[config.mk]
export PLATFORM = sky130hd
export DESIGN_NAME = cvfs_queue
export DESIGN_NICKNAME = d
export VERILOG_FILES = /design/src/rtl/cvfs_pkg.sv /design/src/rtl/cvfs_queue.sv
export SDC_FILE = /design/constraint.sdc
export NUM_CORES = 1
export LEC_CHECK = 0
export BUFFER_PORTS_ARGS = -buffer_cell sky130_fd_sc_hd__clkbuf_2
export CORE_ASPECT_RATIO = 0.5
export CORE_MARGIN = 10
export CORE_UTILIZATION = 50
export DETAILED_ROUTE_END_ITERATION = 7
export GPL_TIMING_DRIVEN = 1
export PLACE_DENSITY = 0.72
export RECOVER_POWER = 100
export SLEW_MARGIN = 20
export SYNTH_ARGS = -nofsm -noshare
export SYNTH_HDL_FRONTEND = slang
export SYNTH_SLANG_ARGS = --single-unit
[constraint.sdc]
create_clock -name clk -period 6.4 [get_ports clk]
set_clock_uncertainty 0.05 [all_clocks]
set_input_delay 1.28 -clock clk [delete_from_list [all_inputs] [get_ports clk]]
set_output_delay 1.28 -clock clk [all_outputs]
set_load 0.1 [all_outputs]
[src/rtl/cvfs_pkg.sv]
`default_nettype none
// ----------------------------------------------------------------------------
// cvfs_pkg - shared types and constants for the cell voltage frame decoder
// item types, pipeline entry, charge table and queue sizing
// ----------------------------------------------------------------------------
package cvfs_pkg;

  // default cell count of a frame
  localparam int NUM_CELLS_DEF = 10;

  // result queue, a power of two so the pointers wrap on their own
  localparam int FIFO_DEPTH = 8;
  localparam int PTR_W      = $clog2(FIFO_DEPTH);
  localparam int CNT_W      = $clog2(FIFO_DEPTH + 1);

  // average = (total * 10 * RECIP) >> RECIP_SHIFT, exact for totals below 2^20
  localparam int RECIP_SHIFT = 28;

  // floor(d / 3) = (d * THIRD_MUL) >> THIRD_SHIFT for d up to 3000
  localparam logic [14:0] THIRD_MUL   = 15'd21846;
  localparam int          THIRD_SHIFT = 16;

  // result kinds
  localparam logic KIND_CELL    = 1'b0;
  localparam logic KIND_SUMMARY = 1'b1;

  // charge table, 0.1 mV -> 0.01 %
  localparam int SOC_POINTS = 10;
  localparam int SOC_SEGS   = SOC_POINTS - 1;

  localparam logic [15:0] SOC_VOLT [SOC_POINTS] = '{
    16'd30000, 16'd33000, 16'd34000, 16'd35000, 16'd36000,
    16'd37000, 16'd38000, 16'd39000, 16'd40000, 16'd42000
  };
  localparam logic [13:0] SOC_CP [SOC_POINTS] = '{
    14'd0,    14'd1000, 14'd2000, 14'd3000, 14'd5000,
    14'd6000, 14'd7000, 14'd8000, 14'd9000, 14'd10000
  };

  localparam logic [13:0] CHARGE_MAX = 14'd10000;

  // slope of each segment as charge step over voltage step
  typedef enum logic [1:0] {
    SCALE_THIRD = 2'd0,
    SCALE_ONE   = 2'd1,
    SCALE_TWO   = 2'd2,
    SCALE_HALF  = 2'd3
  } scale_t;

  localparam scale_t SOC_SCALE [SOC_SEGS] = '{
    SCALE_THIRD, SCALE_ONE, SCALE_ONE, SCALE_TWO, SCALE_ONE,
    SCALE_ONE,   SCALE_ONE, SCALE_ONE, SCALE_HALF
  };

  typedef struct packed {
    logic [7:0] data_byte;
    logic       frame_start;
  } in_item_t;

  typedef struct packed {
    logic        kind;
    logic [3:0]  cell_index;
    logic [15:0] cell_millivolts;
    logic [19:0] total_millivolts;
    logic [13:0] charge_centipercent;
    logic        last;
  } out_item_t;

  // one completed cell reading, plus the pack summary when has_sum is set
  typedef struct packed {
    logic [3:0]  cell_index;
    logic [15:0] cell_millivolts;
    logic        has_sum;
    logic [19:0] total_millivolts;
    logic [13:0] charge_centipercent;
  } entry_t;

  typedef struct packed {
    logic   vld;
    entry_t entry;
  } stage_t;

endpackage
`default_nettype wire

[src/rtl/cvfs_queue.sv]
`default_nettype none
// ----------------------------------------------------------------------------
// cvfs_queue - result queue and output sequencer
// stores one entry per cell and sends its cell item, then its summary item if it has one
// ----------------------------------------------------------------------------
module cvfs_queue (
  input  wire                 clk,
  input  wire                 rst_n,
  input  cvfs_pkg::stage_t    wr_i,
  output logic                out_valid,
  input  wire                 out_stall,
  output cvfs_pkg::out_item_t out_item,
  output logic                pop
);
  import cvfs_pkg::*;

  entry_t           mem [FIFO_DEPTH];
  logic [PTR_W-1:0] wr_ptr_r, rd_ptr_r;
  logic [CNT_W-1:0] fcnt_r;
  logic             sub_r;
  entry_t           head;
  logic             out_acc;

  assign head      = mem[rd_ptr_r];
  assign out_valid = (fcnt_r != '0);
  assign out_acc   = out_valid & ~out_stall;
  // entry leaves after its summary, or after its cell item if it has none
  assign pop       = out_acc & (sub_r | ~head.has_sum);

  always_comb begin
    out_item.kind                = sub_r ? KIND_SUMMARY : KIND_CELL;
    out_item.cell_index          = head.cell_index;
    out_item.cell_millivolts     = sub_r ? 16'd0 : head.cell_millivolts;
    out_item.total_millivolts    = sub_r ? head.total_millivolts : 20'd0;
    out_item.charge_centipercent = sub_r ? head.charge_centipercent : 14'd0;
    out_item.last                = sub_r;
  end

  always_ff @(posedge clk) begin
    if (wr_i.vld) begin
      mem[wr_ptr_r] <= wr_i.entry;
    end
  end

  always_ff @(posedge clk) begin
    if (!rst_n) begin
      wr_ptr_r <= '0;
      rd_ptr_r <= '0;
      fcnt_r   <= '0;
      sub_r    <= 1'b0;
    end else begin
      if (wr_i.vld) begin
        wr_ptr_r <= wr_ptr_r + PTR_W'(1);
      end
      if (pop) begin
        rd_ptr_r <= rd_ptr_r + PTR_W'(1);
      end
      fcnt_r <= fcnt_r + CNT_W'(wr_i.vld) - CNT_W'(pop);
      if (out_acc) begin
        sub_r <= ~pop;
      end
    end
  end

`ifndef NO_ASSERTIONS
  a_no_underflow: assert property (@(posedge clk) disable iff (!rst_n)
    pop |-> (fcnt_r != '0))
    else $error("pop from empty queue");

  a_no_overflow: assert property (@(posedge clk) disable iff (!rst_n)
    (fcnt_r == CNT_W'(FIFO_DEPTH)) |-> (!wr_i.vld || pop))
    else $error("write into full queue");
`endif

endmodule
`default_nettype wire

# == Yosys cells after proc, flatten, opt, wreduce, memory -nomap -nowiden ==
# Memory sizes are Yosys's and may differ from the RTL's. A register that Yosys moved wholly into a read port is not among the register bits.
# Index checks and enable logic that the tools add are counted.
# op_classes
n_addsub,4
mux,8
bitwise,6
n_reduce_logical,1
# op_table
operator,count
2-to-1 mux 20 bit,1
2-to-1 mux 16 bit,1
2-to-1 mux 14 bit,1
adder 3 x 1 -> 3 bit (second input constant),2
2-to-1 mux 3 bit,2
adder 4 x 1 -> 4 bit,1
nonzero test 4 bit,1
subtractor 4 x 1 -> 4 bit,1
2-to-1 mux 1 bit,3
NOT 1 bit,3
bitwise AND 1 bit,2
OR 1 bit,1
# word_totals
ff_bits,11
mem_bits_rw,440
input_bits,59
out_inout_bits,58
wordCells,24
memories,1
# memory_table
memory,depth,word_bits,rd,rd_clocked_by_memory_dff,wr,line,rtl
mem,8,55,1,1,1,cvfs_queue.sv:17,entry_t mem [FIFO_DEPTH];

# == Logic depth before layout (Yosys ltp) ==
# logic_depth
depth_word,5
mapped_depth,12
depth_no_buf,12

# == Worst setup path after synthesis ==
# Ideal clock, no wire load.
# synth_timing
path_type,in2reg
from,input wr_i[55] in the netlist's numbering
to,memory mem[0][0] in the netlist's numbering (enable)
setup_ns,0.536
t_arrival_ns,5.121
required_time_ns,5.814
setup_slack_ns,0.693
stages,2
path_buffers,0
cell_sequence,nand2b_1 -> nor3_1
# synth_between
elab_chain_cells,2
# synth_lines
element,line,rtl
start: declaration,cvfs_queue.sv:9,"input cvfs_pkg::stage_t wr_i,"
2-to-1 mux 1 bit,cvfs_queue.sv:40,if (wr_i.vld) begin
2-to-1 mux 1 bit (implied by the code),cvfs_queue.sv:41,mem[wr_ptr_r] <= wr_i.entry;
end: declaration,cvfs_queue.sv:17,
# Every way passes these cells.

==> results.py <==
metrics = {
    "global_routing": {
        "globalRouteOverflowTotal": 0,
        "grt_pass1_wl_mm": 54.8,
        "grt_util_all_layers_pct": 16.4,
        "grt_max_degree": 64,
        "vias_in_the_first_global_route": 8848,
        "grt_antenna_before_repair": 1,
    },
    "logic_synthesis": {
        "postSynthNetCount": 916,
        "yosys.area.top_type": "edfxtp_1",
        "synth.cells.most_frequent": "440 x edfxtp_1, 120 x nand2_1, 109 x mux4_2",
        "yosys_synthesis_warning_count": 0,
        "ys_types": 35,
        "synth.most_common_cell": "edfxtp_1",
        "synthesis_stage_register_bit_count": 454,
        "cells_after_synthesis": 849,
        "ys_dominant_reg_cell": "edfxtp_1",
        "synth_top_area_share_pct": 75.6,
        "synth.yosys.seq_area_share_pct": 77.2,
        "synthArstFlopShare_pct": 0,
        "synth.top_cells.by_area": "edfxtp_1 76%, mux4_2 14%, nand2_1 2.6%",
        "synth_edf_count": 440,
        "post_synthesis_mean_instance_area_um2": 20.6,
        "synth.cell_area_mm2": 0.0175,
    },
    "placement": {
        "gp_congestion": 0.724,
        "port_buffers": 116,
        "place.detailed.hpwl_mm": 18.8,
    },
    "clock_tree": {
        "cts.clk_slew.worst_paths_ps": 60,
        "count_of_buffers_added_by_post_cts_timing_repair_for_setup": 0,
        "cts_root_buffer": "clkbuf_16",
        "cts.hold.buffers_added": 0,
        "clockBufferDepth": 3,
        "worstSkewPairLatency_ps": 530,
        "cts_htree_levels": 2,
        "postCtsResizedCells": 0,
        "cts_num_sinks": 454,
        "tritoncts": "built",
        "cts-buffers-inserted": 40,
    },
    "drt": {
        "post_route_drc": 0,
        "dr_total_vias": 8410,
        "drt_first_iter_violations": 732,
        "wl_per_cell_um": 23.9,
        "via_per_inst": 5.67,
        "drt_first_pass_iters": 5,
        "route.final.wire_length_mm": 35.5,
        "route.antenna.remaining_nets": 0,
    },
    "power_and_ir_drop": {
        "netSwitchingPower_mw": 2.61,
        "seqPwrFrac_pct": 44.5,
        "powerDensity_mw_per_mm2": 403,
        "peakVddDrop_v": 0.000254,
        "p_leak_nw": 6.00,
        "intPower_mw": 5.30,
        "design_power_mw": 7.91,
        "clock_power_share_pct": 28.0,
        "power_switching_share_pct": 33.0,
        "pwr-share-comb_pct": 27.6,
    },
    "sta": {
        "setup_repair_after_global_routing_missed_its_margin": "no",
        "timing.slew.headroom_pct": -177,
        "finalSetupViolCount": 0,
        "fin_worst_hold_slack_ps": 525,
        "finalWorstPathRequiredPeriod_ps": 5120,
        "worst_slew_pin_slew_ps": 4160,
        "maxClockFrequency_mhz": 195,
        "hold_viol_final": 0,
        "fin_tns_setup_ps": 0,
        "timing_max_transition_violations_final": 363,
        "layout_worst_path_cycle_share_pct": 79.9,
    },
    "worst_hold_path": {
        "timing.hold.worst.start": "rd_ptr_r[1]",
        "min-delay-path-class": "register to register",
    },
    "layout": {
        "final_core_utilization_pct": 56.8,
        "design.final.nets": 1046,
        "area_delta_synth_final_pct": 12.2,
        "share_of_layout_cells_above_drive_strength_1_pct": 17.9,
    },
    "critical_path": {
        "cpPeakStageDelay_ps": 910,
        "worstPathMaxFanout": 26,
        "worst_path_max_delay_cell": "clkbuf_1",
        "worst-endpoint-required_ps": 5070,
        "worst_r2r_startpoint": "wr_ptr_r[0]",
        "critical_path_startpoint_category": "register",
        "setup.worst_path.end_class": "primary output",
        "critical_path.top_delay_family": "buffers and inverters",
        "worst_path_class_setup": "register to primary output",
        "path_cells": "clkbuf_2, mux4_2, nand2_1, a21boi_0, clkbuf_1",
        "critical_path_arrival_ps": 3790,
        "path_buf_inv": 2,
    },
    "floorplan": {
        "io-pin-count": 117,
        "placementRows": 48,
        "die_height_um": 152,
        "dieArea_mm2": 0.0433,
        "die_w_um": 284,
        "initial_core_util_pct": 50.7,
        "core_area_mm2": 0.0345,
    },
    "outcome": {
        "failed_checks": "max-capacitance violations, max-slew violations",
        "result_of_the_run": "finished, violations left",
    },
    "run": {
        "drv_cap": 7,
    },
}
==> cell type report <==
class,instances,area [um2]
Antenna cell,2,5.00
Clock buffer,53,1070
Clock inverter,17,108
Fill cell,2619,14900
Inverter,10,37.5
Multi-Input combinational cell,341,3720
Sequential cell,454,13500
Tap cell,475,594
Timing Repair Buffer,132,557
==> routing by layer <==
metal,vias up,GRT usage (%),share of wire [%]
met1,4444,21.3,41
met5,-,0,0
met3,46,2.90,5.3
met2,235,28.2,52
met4,0,4.61,1.8
li1,3685,-,-
==> registers in the layout (all words and copies together), names as in the netlist, named ones only <==
signal,flops
fcnt_r,4
mem,440
rd_ptr_r,3
sub_r,1
wr_ptr_r,3
==> logic make-up after synthesis <==
logic type,share of synthesized area (%)
buffers and inverters,1.48
flip-flops,77.2
AND/OR/NAND/NOR,3.87
AO/OA/AOI/OAI,2.38
multiplexers,14.2
XOR/XNOR,0.201
adder cells (fa/ha/maj),0.616
==> placed cells by master, fill, tap and decap left out, types with 2 or more instances in the layout <==
| cell type | instances |
|---|---|
| mux2i_1 | 3 |
| ha_1 | 7 |
| xnor2_1 | 2 |
| clkbuf_16 | 41 |
| buf_4 | 5 |
| nor2_4 | 2 |
| a21oi_1 | 17 |
| and2_1 | 2 |
| dfxtp_4 | 3 |
| clkinvlp_4 | 2 |
| nand2_1 | 120 |
| o2111ai_1 | 2 |
| xor2_1 | 2 |
| clkbuf_2 | 8 |
| buf_12 | 2 |
| nand3b_1 | 2 |
| nor2_1 | 8 |
| nand2b_1 | 6 |
| and2_0 | 3 |
| mux4_2 | 109 |
| inv_1 | 9 |
| clkbuf_1 | 129 |
| dfxtp_1 | 11 |
| edfxtp_1 | 440 |
| nor3_1 | 4 |
| nand4b_1 | 2 |
| diode_2 | 2 |
| clkinv_2 | 4 |
| a21boi_0 | 35 |
| nor2b_1 | 4 |
| clkinv_1 | 9 |
==> per-stage QoR <==
step / cell area [um2] / cells / setup slack (ps)
global placement: 18600 / 1411 / 2500
finish: 19600 / 1484 / 1280
floorplan: 17500 / 849 / 693
CTS: 19800 / 1481 / 1910
detailed placement: 18600 / 1411 / 2460
global route: 19600 / 1483 / 978
==> worst register-to-register path: stages (launching register included) <==
cell	delay [ps]
dfxtp_1	450
nand2_1	170
nor2_1	730
clkbuf_1	2610
==> final timing paths <==
kind / slack [ps] / cells past startpoint / to
max: 1280 / 5 / out_item[20]
min: 520 / 2 / register
max reg2reg: 1900 / 3 / mem[7][51]
min reg2reg: 520 / 2 / register
==> power by group through the flow <==
stage,clock [mW],sequential (mW),combinational [mW]
finish,2.21,3.51,2.18
global route,2.37,3.53,2.31
CTS,2.26,3.51,2.26
detailed placement,0,3.58,2.25
global placement,0,3.57,2.24
floorplan,0,3.45,1.98
Note: power is estimated with default switching activity, not from simulation.
