==> config.mk <==
export PLATFORM = sky130hd
export DESIGN_NAME = cvfs_frame
export DESIGN_NICKNAME = d
export VERILOG_FILES = /design/src/rtl/cvfs_pkg.sv /design/src/rtl/cvfs_frame.sv
export SDC_FILE = /design/constraint.sdc
export NUM_CORES = 1
export LEC_CHECK = 0
export BUFFER_PORTS_ARGS = -buffer_cell sky130_fd_sc_hd__buf_2
export CAP_MARGIN = 20
export CORE_ASPECT_RATIO = 0.5
export CORE_MARGIN = 5
export CORE_UTILIZATION = 60
export DETAILED_ROUTE_END_ITERATION = 10
export PLACE_DENSITY = 0.94
export REMOVE_ABC_BUFFERS = 1
export SLEW_MARGIN = 20
export SYNTH_ARGS = -nofsm -noshare
export SYNTH_HDL_FRONTEND = slang
export SYNTH_SLANG_ARGS = --single-unit
==> constraint.sdc <==
create_clock -name clk -period 11.8 [get_ports clk]
set_input_delay 1.18 -clock clk [delete_from_list [all_inputs] [get_ports clk]]
set_output_delay 1.18 -clock clk [all_outputs]
set_load 0.05 [all_outputs]
==> src/rtl/cvfs_pkg.sv <==
`default_nettype none
// ----------------------------------------------------------------------------
// cvfs_pkg - shared types and constants for the cell voltage frame decoder
// item types, pipeline entry, charge table and queue sizing
// ----------------------------------------------------------------------------
package cvfs_pkg;

  // default cell count of a frame
  localparam int NUM_CELLS_DEF = 10;

  // result queue, a power of two so the pointers wrap on their own
  localparam int FIFO_DEPTH = 8;
  localparam int PTR_W      = $clog2(FIFO_DEPTH);
  localparam int CNT_W      = $clog2(FIFO_DEPTH + 1);

  // average = (total * 10 * RECIP) >> RECIP_SHIFT, exact for totals below 2^20
  localparam int RECIP_SHIFT = 28;

  // floor(d / 3) = (d * THIRD_MUL) >> THIRD_SHIFT for d up to 3000
  localparam logic [14:0] THIRD_MUL   = 15'd21846;
  localparam int          THIRD_SHIFT = 16;

  // result kinds
  localparam logic KIND_CELL    = 1'b0;
  localparam logic KIND_SUMMARY = 1'b1;

  // charge table, 0.1 mV -> 0.01 %
  localparam int SOC_POINTS = 10;
  localparam int SOC_SEGS   = SOC_POINTS - 1;

  localparam logic [15:0] SOC_VOLT [SOC_POINTS] = '{
    16'd30000, 16'd33000, 16'd34000, 16'd35000, 16'd36000,
    16'd37000, 16'd38000, 16'd39000, 16'd40000, 16'd42000
  };
  localparam logic [13:0] SOC_CP [SOC_POINTS] = '{
    14'd0,    14'd1000, 14'd2000, 14'd3000, 14'd5000,
    14'd6000, 14'd7000, 14'd8000, 14'd9000, 14'd10000
  };

  localparam logic [13:0] CHARGE_MAX = 14'd10000;

  // slope of each segment as charge step over voltage step
  typedef enum logic [1:0] {
    SCALE_THIRD = 2'd0,
    SCALE_ONE   = 2'd1,
    SCALE_TWO   = 2'd2,
    SCALE_HALF  = 2'd3
  } scale_t;

  localparam scale_t SOC_SCALE [SOC_SEGS] = '{
    SCALE_THIRD, SCALE_ONE, SCALE_ONE, SCALE_TWO, SCALE_ONE,
    SCALE_ONE,   SCALE_ONE, SCALE_ONE, SCALE_HALF
  };

  typedef struct packed {
    logic [7:0] data_byte;
    logic       frame_start;
  } in_item_t;

  typedef struct packed {
    logic        kind;
    logic [3:0]  cell_index;
    logic [15:0] cell_millivolts;
    logic [19:0] total_millivolts;
    logic [13:0] charge_centipercent;
    logic        last;
  } out_item_t;

  // one completed cell reading, plus the pack summary when has_sum is set
  typedef struct packed {
    logic [3:0]  cell_index;
    logic [15:0] cell_millivolts;
    logic        has_sum;
    logic [19:0] total_millivolts;
    logic [13:0] charge_centipercent;
  } entry_t;

  typedef struct packed {
    logic   vld;
    entry_t entry;
  } stage_t;

endpackage
`default_nettype wire

==> src/rtl/cvfs_frame.sv <==
`default_nettype none
// ----------------------------------------------------------------------------
// cvfs_frame - frame byte tracker
// pairs bytes into cell readings, keeps the pack total and the queue credit
// ----------------------------------------------------------------------------
module cvfs_frame #(
  parameter int NUM_CELLS = cvfs_pkg::NUM_CELLS_DEF
) (
  input  wire                clk,
  input  wire                rst_n,
  input  wire                in_valid,
  output logic               in_stall,
  input  cvfs_pkg::in_item_t in_item,
  input  wire                pop,
  output cvfs_pkg::stage_t   stage_o
);
  import cvfs_pkg::*;

  localparam logic [3:0] LAST_CELL = 4'(NUM_CELLS - 1);

  logic [4:0]       pos_r, pos_nxt, pos_eff;
  logic [7:0]       low_r, low_nxt;
  logic [19:0]      total_r, total_nxt, total_eff, sum;
  logic [CNT_W-1:0] credit_r, credit_nxt;
  logic             vld_r;
  entry_t           entry_r, entry_nxt;
  logic             in_acc, take, is_last;
  logic [3:0]       cell_idx;
  logic [15:0]      mv;

  assign in_stall = (credit_r == CNT_W'(FIFO_DEPTH));
  assign in_acc   = in_valid & ~in_stall;

  always_comb begin
    pos_eff   = in_item.frame_start ? 5'd0 : pos_r;
    total_eff = in_item.frame_start ? 20'd0 : total_r;
    cell_idx  = pos_eff[4:1];
    mv        = {in_item.data_byte, low_r};
    sum       = total_eff + 20'(mv);
    is_last   = (cell_idx >= LAST_CELL);
    take      = in_acc & pos_eff[0];

    pos_nxt   = pos_r;
    low_nxt   = low_r;
    total_nxt = total_r;
    if (in_acc) begin
      if (!pos_eff[0]) begin
        low_nxt   = in_item.data_byte;
        pos_nxt   = pos_eff + 5'd1;
        total_nxt = total_eff;
      end else if (is_last) begin
        pos_nxt   = 5'd0;
        total_nxt = 20'd0;
      end else begin
        pos_nxt   = pos_eff + 5'd1;
        total_nxt = sum;
      end
    end

    entry_nxt.cell_index          = cell_idx;
    entry_nxt.cell_millivolts     = mv;
    entry_nxt.has_sum             = is_last;
    entry_nxt.total_millivolts    = sum;
    entry_nxt.charge_centipercent = 14'd0;

    credit_nxt = credit_r + CNT_W'(take) - CNT_W'(pop);
  end

  always_ff @(posedge clk) begin
    if (!rst_n) begin
      pos_r    <= 5'd0;
      low_r    <= 8'd0;
      total_r  <= 20'd0;
      credit_r <= '0;
      vld_r    <= 1'b0;
    end else begin
      pos_r    <= pos_nxt;
      low_r    <= low_nxt;
      total_r  <= total_nxt;
      credit_r <= credit_nxt;
      vld_r    <= take;
    end
  end

  always_ff @(posedge clk) begin
    if (take) begin
      entry_r <= entry_nxt;
    end
  end

  assign stage_o = '{vld: vld_r, entry: entry_r};

`ifndef NO_ASSERTIONS
  a_credit_bound: assert property (@(posedge clk) disable iff (!rst_n)
    credit_r <= CNT_W'(FIFO_DEPTH))
    else $error("queue credit above depth");

  a_summary_cell: assert property (@(posedge clk) disable iff (!rst_n)
    (vld_r && entry_r.has_sum) |-> (entry_r.cell_index == LAST_CELL))
    else $error("summary not on last cell");
`endif

endmodule
`default_nettype wire

Word level (Yosys, flattened, before mapping)
Index checks and enable logic that the tools add are counted.

Flip-flop bits (word level): 79. Input bits: 13. Output and inout bits: 57. Word-level logic and storage cells: 26.

Add/subtract/negate cells: 4. $lt $le $gt $ge: 1. Eq/ne operators: 1. Multiplexer cells: 6. Bitwise gates (word level): 4. Reductions and logical operators: 1.

Operators with widths (count): $mux W20 (3); $add A20 B16 Y20 (1); $mux W5 (3); $add A5 B1 Y5 const B (1); $add A4 B1 Y4 (1); $eq A4 B4 Y1 const B (1); $ge A4 B4 Y1 const B (1); $sub A4 B1 Y4 (1); $and A1 B1 Y1 (2); $not A1 Y1 (2); $reduce_and A2 Y1 (1).

Depth between registers and ports, before layout
Gate-level depths: netlist (run 1).

Depth in word-level cells: 6. Gate-level depth with buffers: 13. Depth with buffers taken out: 13.

Worst setup path before layout (run 1)
No wires, ideal clock.

Path kind: input to register. Start: in in_item[0] (netlist name). End: reg credit_r[2]. Library setup time: 0.115 ns. Data arrival time: 4.749 ns. Required time: 11.685 ns. Path slack: 6.936 ns. Cell stages on the path: 11. Path buffers: 1. Cell sequence: clkbuf_1 nand2b_1 nor2_1 inv_1 ha_1 inv_1 ha_1 inv_1 fa_1 xnor2_1 and2_1.

Cells in the longest elaborated chain, start to end: 4.

Ends and longest elaborated chain: start: declaration (line cvfs_frame.sv:13) `input cvfs_pkg::in_item_t in_item,`; $mux W5 (line cvfs_frame.sv:35) `pos_eff = in_item.frame_start ? 5'd0 : pos_r;`; $and A1 B1 Y1 (line cvfs_frame.sv:41) `take = in_acc & pos_eff[0];`; named net take (line cvfs_frame.sv:27) `logic in_acc, take, is_last;`; $add A4 B1 Y4 (line cvfs_frame.sv:66) `credit_nxt = credit_r + CNT_W'(take) - CNT_W'(pop);`; $sub A4 B1 Y4 (line cvfs_frame.sv:66); end signal: assignment (line cvfs_frame.sv:80) `credit_r <= credit_nxt;`; end: declaration (line cvfs_frame.sv:24) `logic [CNT_W-1:0] credit_r, credit_nxt;`.

The timed path passes the listed nets, and every way through them passes these cells. A chain may end at the register's enable or synchronous reset.

Worst setup path in the final report (run 1)
Start: in in_item[0] (netlist name). End: reg entry_r (netlist bit stage_o[26]), data pin.

Cells in the longest elaborated chain, start to end: 2.

Ends and longest elaborated chain: $mux W20 (line cvfs_frame.sv:36) `total_eff = in_item.frame_start ? 20'd0 : total_r;`; $add A20 B16 Y20 (line cvfs_frame.sv:39) `sum = total_eff + 20'(mv);`; named net sum[12] (line cvfs_frame.sv:23) `logic [19:0] total_r, total_nxt, total_eff, sum;`; end signal: assignment (line cvfs_frame.sv:87) `entry_r <= entry_nxt;`; end: declaration (line cvfs_frame.sv:26) `entry_t entry_r, entry_nxt;`.

The timed path passes the listed nets, and every way through them passes these cells.

==> impl_metrics.json, run 1 <==
{
  "pwr_density_cell_nw_per_um2": 151,
  "antenna_found_initial": 0,
  "synth_top_area_share_pct": 30.3,
  "fp.coreArea_sq_um": 6620,
  "gr-total-overflow": 0,
  "p_int_mw": 0.496,
  "fin_util_pct": 69.8,
  "via_per_inst": 5.76,
  "yosysTopAreaCell": "edfxtp_1",
  "hold_ws_ns": 0.451,
  "criticalPathCategory": "primary input to flop",
  "yosys-top-cells-count": "nor2b_1 (42), edfxtp_1 (41), dfxtp_1 (38)",
  "gr-usage-all-layers_pct": 20.5,
  "start_util_pct": 61.3,
  "fmax_ghz": 0.270,
  "maxSlewViolCount": 0,
  "rows": 21,
  "worst_skew_pair.late_latency_ns": 0.33,
  "min_path_type": "flop to flop",
  "hold_buffers": 0,
  "die_area_sq_um": 8610,
  "tightest_slew_ns": 0.733,
  "path_max_fanout": 29,
  "clock_path_buffers": 2,
  "cp_data_arrival_time_ns": 3.78,
  "gp_congestion": 0.924,
  "finalSetupViolCount": 0,
  "drtAntennaViolNets": 0,
  "cts_tree": "done",
  "slew_headroom_pct": 51.1,
  "cts_buffers": 9,
  "portBuffers": 55,
  "pre_cts_slack_ns": 7.81,
  "p_leak_nw": 1.91,
  "grt_pass1_wl_um": 13800,
  "peakVddDrop_uv": 72.1,
  "cts_setup_buffers": 0,
  "die_y_um": 68.2,
  "setup_tns_ns": 0,
  "hpwl_um": 5910,
  "min_period_ns": 3.70,
  "synthTopCellsByArea": "edfxtp_1 (30%), dfxtp_1 (19%), ha_1 (6.8%)",
  "yosysSeqAreaShare_pct": 49.1,
  "fillers": 472,
  "grt_max_degree": 43,
  "vias": 3035,
  "drive_gt1_share_pct": 19.5,
  "dr.pass1.iters": 5,
  "p_clk_share_pct": 36.0,
  "setup_slack_ns": 8.10,
  "min_period_over_period_pct": 31.3,
  "rsz0062_at_grt": "no",
  "synth-seq-cells": 79,
  "synth_most_common_cell": "nor2b_1",
  "final-hold-violation-count": 0,
  "diodes": 0,
  "yosysWarnings": 0,
  "grt_pass1_vias": 2900,
  "wl_per_cell_um": 16.0,
  "end_kind": "flop",
  "routed_wl_um": 8410,
  "ctsResizeCount": 0,
  "drt-initial-drc-count": 316,
  "yosysUniqueCellTypes": 62,
  "power_mw": 0.698,
  "power.share.switching_pct": 28.9,
  "post-route-drc-count": 0,
  "register_area_sq_um": 1990,
  "multi_input_area_sq_um": 1900,
  "comb_power_share_pct": 18.7,
  "nets": 467,
  "seqPwrFrac_pct": 45.3,
  "drv_cap": 0,
  "worstPathRequired_ns": 11.88,
  "clock_skew_ns": 0.00573,
  "root_buffer": "clkbuf_16",
  "pin_count": 70,
  "p_sw_mw": 0.202,
  "synth.cell_area_sq_um": 4060,
  "status": "finished clean",
  "syn_to_final_growth_pct": 13.9,
  "ctsHtreeMaxLevel": 3,
  "synth_edf_count": 41,
  "die_w_um": 126,
  "ys.flop_type": "edfxtp_1",
  "syn_inst": 376,
  "path_clk_slew_ns": 0.06,
  "avgSynthCellArea_sq_um": 10.8,
  "cts.sinks": 79,
  "crit_path_start_kind": "primary input",
  "synthArstFlopShare_pct": 0
}
==> state kept, by name, indices dropped and copies added, names as in the netlist <==
signal    flops
stage_o      41
total_r      20
low_r         8
pos_r         5
credit_r      4
vld_r         1
==> per-layer routing <==
layer  up-vias  global-route usage, %  share of wire (%)
met1      1431                   25.5                 44
met4         0                   7.89                2.2
li1       1439                      -                  -
met2       145                   35.3                 47
met3        20                   5.07                6.9
met5         -                      0                  0
==> placed cells by master, fill, tap and decap left out, types with 10 or more instances in the layout <==
| master | instances |
|---|---|
| nor2_1 | 15 |
| edfxtp_1 | 41 |
| nand2_1 | 24 |
| nand3_1 | 11 |
| conb_1 | 14 |
| mux2i_1 | 10 |
| ha_1 | 22 |
| xnor2_1 | 11 |
| dfxtp_1 | 38 |
| buf_2 | 55 |
| nor2b_1 | 42 |
| inv_1 | 12 |
| a21oi_1 | 18 |
==> path summary, 6_finish.rpt <==
| check | depth (start not counted) | slack [ns] | start | endpoint |
|---|---|---|---|---|
| worst min-delay path | 2 | 0.45 | total_r[13] | total_r[13] |
| worst max-delay path | 10 | 8.10 | in_item[0] | stage_o[26] |
| worst max register to register | 9 | 9.08 | total_r[0] | stage_o[26] |
| worst min register to register | 2 | 0.45 | total_r[13] | total_r[13] |
==> critical path, cell delays in order <==
cell	delay (ns)
buf_2	0.45
nor2b_1	0.10
ha_1	0.23
fa_1	0.40
a21o_1	0.20
a221oi_1	0.38
o22ai_1	0.19
a21boi_1	0.29
mux2i_1	0.28
nor2_1	0.07
==> logic make-up after synthesis <==
| group | share of synthesized area, % |
|---|---|
| AOI/OAI and AO/OA | 14.6 |
| buffers and inverters | 5.46 |
| adders and majority gates | 7.77 |
| and+or+nand+nor | 16.7 |
| xor gates and xnor gates | 3.24 |
| muxes | 3.02 |
| other | 0.0924 |
| DFF | 49.1 |
==> power groups by stage <==
| stage | registers (mW) | logic [mW] | clock network [mW] |
|---|---|---|---|
| 6_report | 0.316 | 0.130 | 0.251 |
| 5_1_grt | 0.318 | 0.141 | 0.268 |
| 4_1_cts | 0.316 | 0.131 | 0.252 |
| 3_5_place_dp | 0.322 | 0.130 | 0 |
| 3_3_place_gp | 0.321 | 0.125 | 0 |
| 2_1_floorplan | 0.341 | 0.0789 | 0 |
==> final cells by class <==
cell class                 instances  area share (%)
sequential                        79            43.1
clock inverter                     6           0.758
multi-input combinational        270            41.1
tap                               92            2.49
timing repair buffer              57            6.28
inverter                          13            1.06
clock buffer                      10            5.17
==> per-stage QoR <==
step / instances / instance area, sq um
global placement: 511 / 4350
CTS: 527 / 4620
finish: 527 / 4620
floorplan: 362 / 3930
detailed placement: 511 / 4350
global route: 527 / 4620
Power figures use the tool's default switching activity.
==> run 2, diff against run 1 <==
- ABC_AREA: default -> 1
- CORE_UTILIZATION: 60 -> 57
- PLACE_DENSITY: 0.94 -> 0.89
- clock period: 11.8 -> 3.88 ns (I/O delays scaled with it)
==> run 2 against run 1 <==
  * Cell area rose by 6.1%
  * Global-route usage rose by 0.62 points
  * Critical path type unchanged
  * Combinational power rose to 3.1 times the previous value
  * Largest power group unchanged
==> impl_metrics.json, run 2 <==
{
  "slew_headroom_pct": 51.4,
  "final_cell_mix": "nand2_1 (134), inv_1 (66), buf_2 (55)",
  "drtAntennaViolNets": 0,
  "cp.depth": 11,
  "crit_path_frequent_cell": "nand2_1",
  "yosysTopAreaCell": "edfxtp_1",
  "die_w_um": 133,
  "criticalPathCategory": "primary input to flop",
  "ff2ff_setup_slack_ns": 1.61,
  "min_period_over_period_pct": 62.1,
  "finalSetupViolCount": 0,
  "setup_tns_ns": 0,
  "post-route-drc-count": 0,
  "synth.cell_area_sq_um": 4310,
  "portBuffers": 55,
  "fp.coreArea_sq_um": 7350,
  "tightest_slew_ns": 0.729,
  "gp_congestion": 0.949,
  "grt_max_degree": 43,
  "vias": 3596,
  "die_area_sq_um": 9500,
  "drt-initial-drc-count": 339,
  "root_buffer": "clkbuf_16",
  "synth_top_area_share_pct": 28.6,
  "path_cells": "buf_2 -> nor2_1 -> ha_1 -> fa_1 -> nand2_1 -> nand3_1 -> nand2_1 -> o21ai_2 -> nand2_1 -> nand3_1 -> and2_1",
  "ys.flop_type": "edfxtp_1",
  "pin_count": 70,
  "synth_edf_count": 41,
  "ctsResizeCount": 0,
  "drv_cap": 0,
  "cts_buffers": 9,
  "crit_path_start_kind": "primary input",
  "grt_pass1_wl_um": 16000,
  "largest_reg_flops": 41,
  "crit_family": "simple AND/OR/NAND/NOR gates",
  "yosysSeqAreaShare_pct": 46.3,
  "holdPathStages": 1,
  "grt_pass1_vias": 3496,
  "fillers": 569,
  "synthTopCellsByArea": "edfxtp_1 (29%), dfxtp_1 (18%), nand2_1 (12%)",
  "final-hold-violation-count": 0,
  "path_clk_slew_ns": 0.06,
  "synthArstFlopShare_pct": 0,
  "r2r-start": "credit_r[2]",
  "drive_gt1_share_pct": 18.3,
  "r2r_cells": 13,
  "cp_data_arrival_time_ns": 2.51,
  "yosysUniqueCellTypes": 37,
  "synth_most_common_cell": "nand2_1",
  "end_kind": "flop",
  "dp_cells": 658,
  "hpwl_um": 7060,
  "clock_skew_ns": 0.00684,
  "maxSlewViolCount": 0,
  "worstReg2RegEnd": "credit_r[2]",
  "wl_per_cell_um": 14.3,
  "gr-total-overflow": 0,
  "routed_wl_um": 9620,
  "hold_ws_ns": 0.264,
  "pwr_density_cell_nw_per_um2": 455,
  "antenna_found_initial": 0,
  "cts_setup_buffers": 0,
  "hold_start": "in_item[7]",
  "yosysWarnings": 0,
  "rows": 22,
  "dr.pass1.iters": 5,
  "min_period_ns": 2.41,
  "p_leak_nw": 2.23,
  "worst_skew_pair.late_latency_ns": 0.34,
  "min_to": "stage_o[49]",
  "slowest_delay_ns": 0.48,
  "clock_path_buffers": 2,
  "rsz0062_at_grt": "no",
  "power_mw": 2.23,
  "worstPathRequired_ns": 3.98,
  "peakVddDrop_uv": 267,
  "cts.sinks": 79,
  "slowest_stage": "fa_1",
  "gr-usage-all-layers_pct": 21.1,
  "syn_inst": 518,
  "status": "finished clean",
  "via_per_inst": 5.34,
  "min_path_type": "primary input to flop",
  "syn_to_final_growth_pct": 13.8,
  "final_cells": 674,
  "hold_buffers": 0,
  "fmax_ghz": 0.415,
  "cts_tree": "done",
  "synth-seq-cells": 79,
  "nets": 610,
  "crit_buf_inv": 1,
  "die_y_um": 71.5,
  "diodes": 0,
  "start_util_pct": 58.6,
  "final_common_cell": "nand2_1",
  "avgSynthCellArea_sq_um": 8.31,
  "path_max_fanout": 25,
  "ctsHtreeMaxLevel": 3,
  "yosys-top-cells-count": "nand2_1 (134), inv_1 (66), nor2_1 (44)"
}
[run 2: changes by cell type in the layout (fill, tap and decap cells not counted), moves of 7 or more]
| cell | before | now |
|---|---|---|
| nand2_1 | 24 | 134 |
| a21oi_2 | 1 | 8 |
| nor2_1 | 15 | 44 |
| xnor2_1 | 11 | 1 |
| a21oi_1 | 18 | 40 |
| nor2b_1 | 42 | 0 |
| a21o_1 | 8 | 0 |
| a22oi_1 | 9 | 0 |
| nand3_1 | 11 | 34 |
| inv_1 | 12 | 66 |
| mux2i_1 | 10 | 0 |
| nand3_2 | 0 | 10 |
[run 2: through the flow]
step | setup WS [ns] | instance area [sq um] | utilization [%]
finish | 1.47 | 4900 | 66.7
global route | 1.35 | 4900 | 66.7
CTS | 1.52 | 4900 | 66.7
detailed placement | 1.18 | 4590 | 62.5
global placement | 1.29 | 4590 | 62.5
floorplan | 1.11 | 4180 | -
[run 2: area by class of cell]
cell class	count	area [sq um]	area share, %
inverters	73	277	5.64
well taps	96	120	2.45
flip-flops and latches	79	1990	40.6
clock inverters	6	70.1	1.43
repair buffers	57	290	5.92
clock buffers	10	239	4.88
multi-input cells	353	1910	39.0
[run 2: layer usage]
layer | vias to the layer above | routed length, um | track usage [%]
li1 | 1753 | - | -
met2 | 168 | 4470 | 36.2
met4 | 0 | 287 | 10.3
met5 | - | 0 | 0
met1 | 1645 | 4050 | 25.2
met3 | 30 | 808 | 5.19
[run 2: worst max-delay path by stage]
stage | startpoint | endpoint | slack (ns)
2_1_floorplan | credit_r[2] | credit_r[2] | 1.11
3_3_place_gp | in_item[0] | stage_o[30] | 1.29
3_5_place_dp | in_item[0] | stage_o[30] | 1.18
4_1_cts | in_item[0] | stage_o[28] | 1.52
5_1_grt | in_item[0] | stage_o[30] | 1.35
6_report | in_item[0] | stage_o[30] | 1.47
[run 2: cell families (layout without fill, tap and decap cells)]
logic type	count (synthesis)	in the layout	synth area share (%)
compound gates	61	61	8.34
xor+xnor	10	10	2.03
fa+ha+maj	24	24	7.32
buf+inv	99	146	10.5
flops	79	79	46.3
other cells	1	14	0.0871
simple gates	244	244	25.5
[run 2: where the power goes]
group          switching, mW  total (mW)  internal, mW
clock network          0.336       0.853         0.517
registers             0.0274       0.968         0.940
logic                  0.304       0.407         0.103
total                  0.668        2.23          1.56
